$ cat src/design/kmacs_div.sv
// ----------------------------------------------------------------------------
// kmacs_div
// Bit-serial restoring divider, one quotient bit per cycle.
// ----------------------------------------------------------------------------
module kmacs_div #(
	parameter int DVD_W = 57,
	parameter int DVS_W = 24
) (
	input  logic             clk,
	input  logic             arst_n,
	input  logic             start,
	input  logic [DVD_W-1:0] dividend,
	input  logic [DVS_W-1:0] divisor,
	output logic             done,
	output logic [DVD_W-1:0] quotient
);

	localparam int CNT_W = $clog2(DVD_W + 1);

	logic             busy_q;
	logic             done_q;
	logic [CNT_W-1:0] cnt_q;
	logic [DVS_W-1:0] rem_q;
	logic [DVS_W-1:0] dvs_q;
	logic [DVD_W-1:0] quo_q;
	logic [DVS_W:0]   trial;
	logic             fits;

	assign trial = {rem_q, quo_q[DVD_W-1]};
	assign fits  = trial >= {1'b0, dvs_q};

	always_ff @(posedge clk or negedge arst_n) begin
		if (!arst_n) begin
			busy_q <= 1'b0;
			done_q <= 1'b0;
			cnt_q  <= '0;
		end else begin
			done_q <= 1'b0;
			if (start) begin
				busy_q <= 1'b1;
				cnt_q  <= CNT_W'(DVD_W - 1);
			end else if (busy_q) begin
				if (cnt_q == '0) begin
					busy_q <= 1'b0;
					done_q <= 1'b1;
				end else begin
					cnt_q <= cnt_q - 1'b1;
				end
			end
		end
	end

	// shift the dividend out and the quotient in through one register
	always_ff @(posedge clk) begin
		if (start) begin
			rem_q <= '0;
			dvs_q <= divisor;
			quo_q <= dividend;
		end else if (busy_q) begin
			rem_q <= fits ? DVS_W'(trial - {1'b0, dvs_q}) : DVS_W'(trial);
			quo_q <= {quo_q[DVD_W-2:0], fits};
		end
	end

	assign done     = done_q;
	assign quotient = quo_q;

endmodule

$ cat config.mk
export PLATFORM = sky130hd
export DESIGN_NAME = kmacs_div
export DESIGN_NICKNAME = d
export VERILOG_FILES = /design/src/design/kmacs_div.sv
export SDC_FILE = /design/constraint.sdc
export NUM_CORES = 1
export LEC_CHECK = 0
export BUFFER_PORTS_ARGS = -buffer_cell sky130_fd_sc_hd__buf_2
export CORE_ASPECT_RATIO = 1.4
export CORE_MARGIN = 2
export CORE_UTILIZATION = 50
export CTS_BUF_LIST = sky130_fd_sc_hd__clkbuf_4 sky130_fd_sc_hd__clkbuf_8
export CTS_CLUSTER_SIZE = 16
export DETAILED_ROUTE_END_ITERATION = 12
export GPL_ROUTABILITY_DRIVEN = 0
export GPL_TIMING_DRIVEN = 1
export HOLD_SLACK_MARGIN = 0.06
export PLACE_DENSITY = 0.74
export SLEW_MARGIN = 20
export SYNTH_ARGS = -nofsm -noshare
export SYNTH_HDL_FRONTEND = slang
export SYNTH_SLANG_ARGS = --single-unit
$ cat constraint.sdc
create_clock -name clk -period 3 [get_ports clk]
set_clock_uncertainty 0.1 [all_clocks]
set_input_delay 0.6 -clock clk [delete_from_list [all_inputs] [get_ports clk]]
set_output_delay 0.6 -clock clk [all_outputs]
set_load 0.02 [all_outputs]
* Word level (Yosys, flattened, before mapping) *
Index checks and enable logic that the tools add are counted.

word-level totals
  register bits after elaboration = 113
  output and inout bits = 58
  logic and storage cells = 25

cells by class
  add/subtract/negate cells = 2
  $lt $le $gt $ge = 1
  equal/unequal tests = 1
  multiplexer cells = 12
  reductions and logical operators = 3

operators by type and width
  operator                                                             count
  57-bit two-way mux                                                   2
  25-bit by 24-bit >= comparator with 1-bit output                     1
  24-bit two-way mux                                                   1
  24-bit subtractor                                                    1
  6-bit two-way mux                                                    3
  6-bit zero test                                                      1
  1-bit two-way mux                                                    6
  6-bit by 1-bit subtractor with 6-bit output (second input constant)  1
  2-bit inequality test (second input constant)                        1
  2-bit AND reduction                                                  1
  2-bit nonzero test                                                   1

* Logic depth before layout (Yosys ltp) *
Gate-level depths: netlist of the first run.

  word-level depth = 4
  mapped depth = 12
  depth with buffers taken out = 11

* Least setup slack after synthesis of the first run *
OpenSTA, ideal clock, no wires.

  path kind = reg2reg
  from = register dvs_q[22]
  to = register quo_q[0], in the netlist quotient[0] (data pin)
  arrival = 2.430 ns
  data required time = 2.640 ns
  path slack = 0.210 ns
  cell stages (with the launch flop) = 11
  buffers on the path = 1
  path through = edfxtp_1 > inv_1 > ha_1 > a21o_1 > and2_4 > or4_4 > a211oi_2 > and4_4 > nor2_8 > buf_6 > mux2_2

between the ends
  cells in the longest elaborated chain, start to end = 3

RTL lines
  what                                              line  RTL
  from (decl)                                       24    logic [DVS_W-1:0] dvs_q;
  from (signal assigned)                            57    dvs_q <= divisor;
  25-bit by 24-bit >= comparator with 1-bit output  30    assign fits = trial >= {1'b0, dvs_q};
  57-bit two-way mux                                59    end else if (busy_q) begin
  57-bit two-way mux                                55    if (start) begin
  to (signal assigned)                              58    quo_q <= dividend;
  to (signal assigned)                              61    quo_q <= {quo_q[DVD_W-2:0], fits};
  to (decl)                                         25    logic [DVD_W-1:0] quo_q;

Every way passes these cells. The select of a mux whose other input is x is not followed.
A chain may end at the register's enable or synchronous reset.

* Worst setup path after layout of the first run *
  from = register rem_q[21]
  to = register rem_q[6]

between the ends
  cells in the longest elaborated chain, start to end = 2

RTL lines
  what                                              line  RTL
  from (decl)                                       23    logic [DVS_W-1:0] rem_q;
  from (signal assigned)                            60    rem_q <= fits ? DVS_W'(trial - {1'b0, dvs_q}) : DVS_W'(trial);
  25-bit by 24-bit >= comparator with 1-bit output  30
  24-bit two-way mux                                60

Every way passes these cells.

==> results.json, run 1 <==
{
  "clock_power_share_pct": 40.3,
  "synth_top_family_by_area": "multiplexers",
  "worst-path-buf-inv": 1,
  "avgSynthCellArea_um2": 11.8,
  "grt_usage_pct": 22.6,
  "crit_fanout": 9,
  "synth-edff-count": 81,
  "total_power_uw": 4100,
  "switching_power_uw": 1020,
  "netlist.area_leader.share_pct": 41.0,
  "grt_pass1_vias": 4741,
  "numCtsBuffers": 17,
  "port_buffers": 141,
  "synthTopCellsByCount": "81 x edfxtp_1, 57 x mux2_2, 35 x nand2_1",
  "synth.most_common_cell": "edfxtp_1",
  "critical-path-slowest-cell": "or4_4",
  "initial_utilization_pct": 50.6,
  "max_freq_mhz": 345,
  "yosys.cell_types.count": 64,
  "hpwl_mm": 9.82,
  "core_mm2": 0.0117,
  "yosys.area.top_type": "edfxtp_1",
  "via_per_inst": 5.61,
  "max_stage_delay_ns": 0.51,
  "power_frac_seq_pct": 45.8,
  "synthSimpleGateAreaFrac_pct": 11.5,
  "yosysWarnings": 0,
  "setup_violations": 0,
  "antenna_cells": 0,
  "hold_violations": 0,
  "synth_area_leaders": "edfxtp_1 41%, mux2_2 11%, dfxtp_1 8.1%",
  "synth_ff_type": "edfxtp_1",
  "min-delay-path-class": "input port to flop",
  "ys_seq_area_share_pct": 52.5,
  "timing.final.max_slew_violations": 0,
  "period_share_pct": 96.5,
  "synth_cells": 503,
  "cts_max_level": 4,
  "ioPinCount": 142,
  "synth-seq-cells": 113,
  "area_growth_pct": 23.5,
  "die-area_mm2": 0.0128,
  "synth_compound_area_share_pct": 11.7,
  "synth_adder_area_share_pct": 5.83,
  "drtIter0Drc": 229,
  "status": "finished, final reports clean",
  "syn_nets": 614,
  "clock-root-buffer": "clkbuf_8",
  "grt_overflow": 0,
  "layout.cells.non_filler": 817,
  "clk_pin_slew_ns": 0.07,
  "drt_wl_total_mm": 14.0,
  "crit_family": "simple AND/OR/NAND/NOR gates",
  "cts_buffer_depth": 2,
  "num_rows": 47,
  "switching_share_pct": 24.9,
  "grt_max_degree": 111,
  "wire_per_inst_um": 17.2,
  "via_count": 4585,
  "muxShareOfSynthArea_pct": 11.8,
  "comb_power_share_pct": 13.8,
  "cp-start-kind": "flop",
  "drtAntennaViolNets": 0,
  "dp.cells": 779,
  "max-cap-violations": 0,
  "nets": 768,
  "slew-limit-headroom_pct": 51.0,
  "cts_tree": "yes",
  "synthXorXnorAreaFrac_pct": 2.81,
  "clock_sinks": 113,
  "fp.dieH_um": 133,
  "drcViolationCount": 0,
  "grt_pass1_wl_mm": 22.3,
  "arrival_ns": 3.14,
  "holdWs_ns": 0.250,
  "clkLatencyLatePin_ns": 0.43,
  "fin_crit_ns": 2.90,
  "syn_area_mm2": 0.00593,
  "drive_above_1_share_pct": 39.0,
  "antenna_found_initial": 0,
  "worst-setup-path-type": "flop to flop",
  "cp.required_ns": 3.24,
  "p_leak_uw": 0.00318,
  "ir_worst_vdd_mv": 0.464,
  "async_flop_share_pct": 7.08,
  "worstSetupEndpointType": "flop",
  "die_w_um": 96.0,
  "power.density_mw_per_mm2": 561,
  "firstDrtPassIters": 5,
  "crit_chain": "ha_1, a21o_1, and2_4, or4_4, a211oi_4, and4_4, nor2_8, buf_4, mux2i_1, a211oi_1",
  "tightest_slew_ns": 0.735,
  "p_int_uw": 3080
}
-- power groups by stage --
stage	sequential (µW)	combinational, µW	clock [µW]
2_1_floorplan	2000	254	0
3_3_place_gp	1910	552	0
3_5_place_dp	1910	566	0
4_1_cts	1880	570	1680
5_1_grt	1900	615	1740
6_report	1880	568	1650
-- cell usage in the layout, fill, tap and decap left out, drive strengths merged, types with 5 or more instances in the layout --
| cell type | count |
|---|---|
| a21oi | 20 |
| nor2 | 36 |
| o211ai | 6 |
| nand4 | 8 |
| nand2 | 40 |
| buf | 153 |
| mux2i | 6 |
| a21o | 7 |
| inv | 33 |
| mux2 | 57 |
| edfxtp | 81 |
| bufinv | 5 |
| dfxtp | 24 |
| o21ai | 18 |
| dfrtp | 8 |
| xnor2 | 7 |
| nand3 | 12 |
| clkbuf | 20 |
| clkinv | 6 |
| xor2 | 12 |
| a311oi | 9 |
| nor3 | 9 |
| ha | 26 |
| a211oi | 11 |
-- kinds of logic (layout without fill, tap and decap cells) --
family                   count (synthesis)  after routing
AO/OA/AOI/OAI                           95             95
flip-flops                             113            113
buffers and inverters                   53            219
adder cells (fa/ha/maj)                 27             27
XOR/XNOR                                19             19
AND/OR/NAND/NOR                        133            134
multiplexers                            63             63
-- layout make-up --
type	count	area, µm²
timing repair buffer	154	821
inverter	33	124
clock inverter	12	190
fill	944	4390
clock buffer	20	263
tap	147	184
sequential	113	3110
multi-input combinational	338	2620
-- registers in the layout (all words and copies together) (netlist names) --
signal,cells
cnt_q,6
done,1
rem_q,24
quotient,57
dvs_q,24
busy_q,1
-- worst paths after layout --
| path | endpoint | cells after the start | from | slack [ns] |
|---|---|---|---|---|
| worst max-delay path | rem_q[6]$_SDFFE_PP0P_ | 10 | rem_q[21]$_SDFFE_PP0P_ | 0.10 |
| worst min-delay path | dvs_q[11]$_DFFE_PP_ | 1 | divisor[11] | 0.25 |
| worst min register to register | rem_q[18]$_SDFFE_PP0P_ | 2 | rem_q[18]$_SDFFE_PP0P_ | 0.40 |
| max in group asynchronous | cnt_q[1]$_DFFE_PN0P_ | 2 | arst_n | 2.18 |
| min in group asynchronous | cnt_q[4]$_DFFE_PN0P_ | 2 | arst_n | 0.45 |
| worst max register to register | rem_q[6]$_SDFFE_PP0P_ | 10 | rem_q[21]$_SDFFE_PP0P_ | 0.10 |
-- metrics by stage --
step	setup WS, ns	area [µm²]	TNS [ns]	util [%]
5_1_grt	-0.0346	7320	-0.0346	62.5
3_5_place_dp	0.170	6790	0	58.1
6_report	0.104	7320	0	62.5
3_3_place_gp	0.249	6790	0	58.1
4_1_cts	0.147	7260	0	62.0
2_1_floorplan	0.210	5930	0	-
-- timing repair --
action	in CTS	in global routing
setup endpoints to repair	0	4
buffers inserted	0	4
gates resized for setup	0	3
endpoints found under the hold margin	8	0
hold buffers	1	0
-- worst reg2reg max path, stage by stage, from the launching register on --
cell      delay (ns)
dfxtp_1         0.35
ha_1            0.36
a21o_1          0.21
and2_4          0.16
or4_4           0.51
a211oi_4        0.20
and4_4          0.32
nor2_8          0.09
buf_4           0.16
mux2i_1         0.11
a211oi_1        0.23
-- per-layer routing --
| layer | part of all wire [%] | track usage [%] |
|---|---|---|
| met1 | 40 | 26.6 |
| met2 | 52 | 38.4 |
| met3 | 6.1 | 6.95 |
| met4 | 1.8 | 7.62 |
| met5 | 0 | 0 |
Note: power is estimated with default switching activity, not from simulation.
==> run 2: changes to the inputs <==
--- a/config.mk
+++ b/config.mk
@@ -8,14 +8,14 @@
 export BUFFER_PORTS_ARGS = -buffer_cell sky130_fd_sc_hd__buf_2
 export CORE_ASPECT_RATIO = 1.4
 export CORE_MARGIN = 2
-export CORE_UTILIZATION = 50
+export CORE_UTILIZATION = 55
 export CTS_BUF_LIST = sky130_fd_sc_hd__clkbuf_4 sky130_fd_sc_hd__clkbuf_8
 export CTS_CLUSTER_SIZE = 16
 export DETAILED_ROUTE_END_ITERATION = 12
 export GPL_ROUTABILITY_DRIVEN = 0
 export GPL_TIMING_DRIVEN = 1
 export HOLD_SLACK_MARGIN = 0.06
-export PLACE_DENSITY = 0.74
+export PLACE_DENSITY = 0.78
 export SLEW_MARGIN = 20
 export SYNTH_ARGS = -nofsm -noshare
 export SYNTH_HDL_FRONTEND = slang
==> constraint.sdc (replaced) <==
create_clock -name clk -period 3.6 [get_ports clk]
set_clock_uncertainty 0.1 [all_clocks]
set_input_delay 0.72 -clock clk [delete_from_list [all_inputs] [get_ports clk]]
set_output_delay 0.72 -clock clk [all_outputs]
set_load 0.02 [all_outputs]
==> run 2 against run 1 <==
Die area shrank 8.8%; largest cell class unchanged; utilization grew 5.7 points; total power shrank 23%; clock power shrank 32%; critical path type unchanged; sequential share of layout area grew 1.1 points; clock-buffer cell count shrank 2.
==> results.json, run 2 (synthesis results as in run 1) <==
{
  "status": "finished, final reports clean",
  "via_count": 4519,
  "total_power_uw": 3160,
  "fill_cells": 802,
  "drive_above_1_share_pct": 38.4,
  "firstDrtPassIters": 5,
  "initial_utilization_pct": 56.7,
  "core_mm2": 0.0105,
  "finish.utilization_pct": 68.2,
  "whs_path_depth": 1,
  "drtIter0Drc": 305,
  "placed_cell_area_mm2": 0.00675,
  "clock-root-buffer": "clkbuf_8",
  "cts_max_level": 4,
  "use_met3_pct": 7.96,
  "clkLatencyLatePin_ns": 0.44,
  "clk_pin_slew_ns": 0.07,
  "cts_tree": "yes",
  "worst-setup-path-type": "flop to flop",
  "numCtsBuffers": 17,
  "num_rows": 44,
  "min-delay-path-class": "input port to flop",
  "drtAntennaViolNets": 0,
  "r2r_cells": 9,
  "critical-path-slowest-cell": "ha_1",
  "use_met1_pct": 27.0,
  "r2r-end": "rem_q[9]$_SDFFE_PP0P_",
  "power.density_mw_per_mm2": 443,
  "grt_pass1_vias": 4680,
  "tightest_slew_ns": 0.629,
  "die_w_um": 91.7,
  "hpwl_mm": 9.72,
  "nets": 759,
  "clock_sinks": 113,
  "ioPinCount": 142,
  "fin_tns_setup_ns": 0,
  "fin_crit_ns": 2.95,
  "min_from": "divisor[12]",
  "antenna_cells": 0,
  "fp.dieH_um": 127,
  "stdcell_area_mm2": 0.00714,
  "grt_usage_pct": 24.2,
  "grt_pass1_wl_mm": 22.1,
  "ir_worst_vdd_mv": 0.305,
  "die-area_mm2": 0.0116,
  "holdPathEnd": "dvs_q[12]$_DFFE_PP_",
  "hold_violations": 0,
  "grt_use_met2_pct": 41.6,
  "crit_chain": "ha_1, nand4_1, a211oi_1, o21ai_1, a211o_1, and4_4, nor2_8, o211ai_1, a311oi_1",
  "final_cell_mix": "140 x buf_2, 81 x edfxtp_1, 57 x mux2_2",
  "port_buffers": 141,
  "worstSetupEndpointType": "flop",
  "rsz0062_at_grt": "false",
  "setup_violations": 0,
  "postCtsSetupBuffers": 0,
  "p_leak_uw": 0.00309,
  "max-cap-violations": 0,
  "grt_overflow": 0,
  "cp.required_ns": 3.84,
  "drt_wl_total_mm": 13.6,
  "grt_max_degree": 111,
  "area_growth_pct": 20.4,
  "period_share_pct": 81.9,
  "via_per_inst": 5.66,
  "cp-start-kind": "flop",
  "r2r-start": "rem_q[9]$_SDFFE_PP0P_",
  "rrSetupSlack_ns": 0.65,
  "slew-limit-headroom_pct": 58.0,
  "antenna_found_initial": 0,
  "arrival_ns": 3.19,
  "cts_buffer_depth": 2,
  "cts-resized-gates": 0,
  "max_stage_delay_ns": 0.49,
  "busiest_layer": "met2",
  "drcViolationCount": 0,
  "wire_per_inst_um": 17.1,
  "max_freq_mhz": 339,
  "timing.final.max_slew_violations": 0,
  "crit_fanout": 19,
  "final_common_cell": "buf_2",
  "largest_reg_flops": 57
}
[run 2: changes by cell type in the layout (fill, tap and decap cells not counted), sizes merged]
cell      before  now
inv           33   38
bufinv         5    1
buf          153  145
nor2          36   35
clkbuf        20   18
clkinvlp       1    6
clkinv         6    2
[run 2: final cells by class]
| type | instances | area (µm²) | area share [%] |
|---|---|---|---|
| clock inverters | 14 | 131 | 1.84 |
| multi-input cells | 337 | 2590 | 36.3 |
| clock buffers | 18 | 241 | 3.38 |
| well taps | 138 | 173 | 2.42 |
| inverters | 33 | 124 | 1.74 |
| flip-flops and latches | 113 | 3110 | 43.6 |
| repair buffers | 146 | 761 | 10.7 |
[run 2: through the flow]
stage	std cells	worst slack [ns]	hold slack, ns
after detailed placement	766	0.702	0.379
final	799	0.651	0.351
after global placement	766	0.833	0.381
after floorplan	503	0.810	0.324
after CTS	799	0.679	0.329
after global routing	799	0.494	0.325
[run 2: worst max-delay path by stage]
stage | from | endpoint | slack (ns)
4_1_cts | rem_q[9]$_SDFFE_PP0P_ | rem_q[9]$_SDFFE_PP0P_ | 0.68
3_5_place_dp | dvs_q[10]$_DFFE_PP_ | rem_q[9]$_SDFFE_PP0P_ | 0.70
2_1_floorplan | dvs_q[22]$_DFFE_PP_ | quotient[0]$_DFFE_PP_ | 0.81
3_3_place_gp | dvs_q[22]$_DFFE_PP_ | quotient[0]$_DFFE_PP_ | 0.83
6_report | rem_q[9]$_SDFFE_PP0P_ | rem_q[9]$_SDFFE_PP0P_ | 0.65
5_1_grt | dvs_q[10]$_DFFE_PP_ | rem_q[9]$_SDFFE_PP0P_ | 0.49
[run 2: power breakdown]
part | total [µW] | switching (µW) | leakage [µW] | internal [µW]
clock | 1130 | 570 | 0.000170 | 559
combinational | 469 | 266 | 0.00180 | 203
sequential | 1560 | 56.0 | 0.00112 | 1510
total | 3160 | 892 | 0.00309 | 2270
[run 2: repair_timing]
action | in CTS | in global routing
hold endpoints to repair | 8 | 0
hold buffers | 1 | 0
setup endpoints to repair | 0 | 0
[run 2: metal layers]
layer / share of wire (%) / vias up
met3: 6.8 / 36
met1: 39 / 2128
met4: 2.8 / 0
met5: 0 / -
met2: 52 / 180
li1: - / 2175
[run 2: worst max-delay path: cells and delay by family (launching register included)]
family,cells,cell delay [ns]
compound gates,5,1.20
simple gates,3,0.71
fa+ha+maj,1,0.49
flops,1,0.34
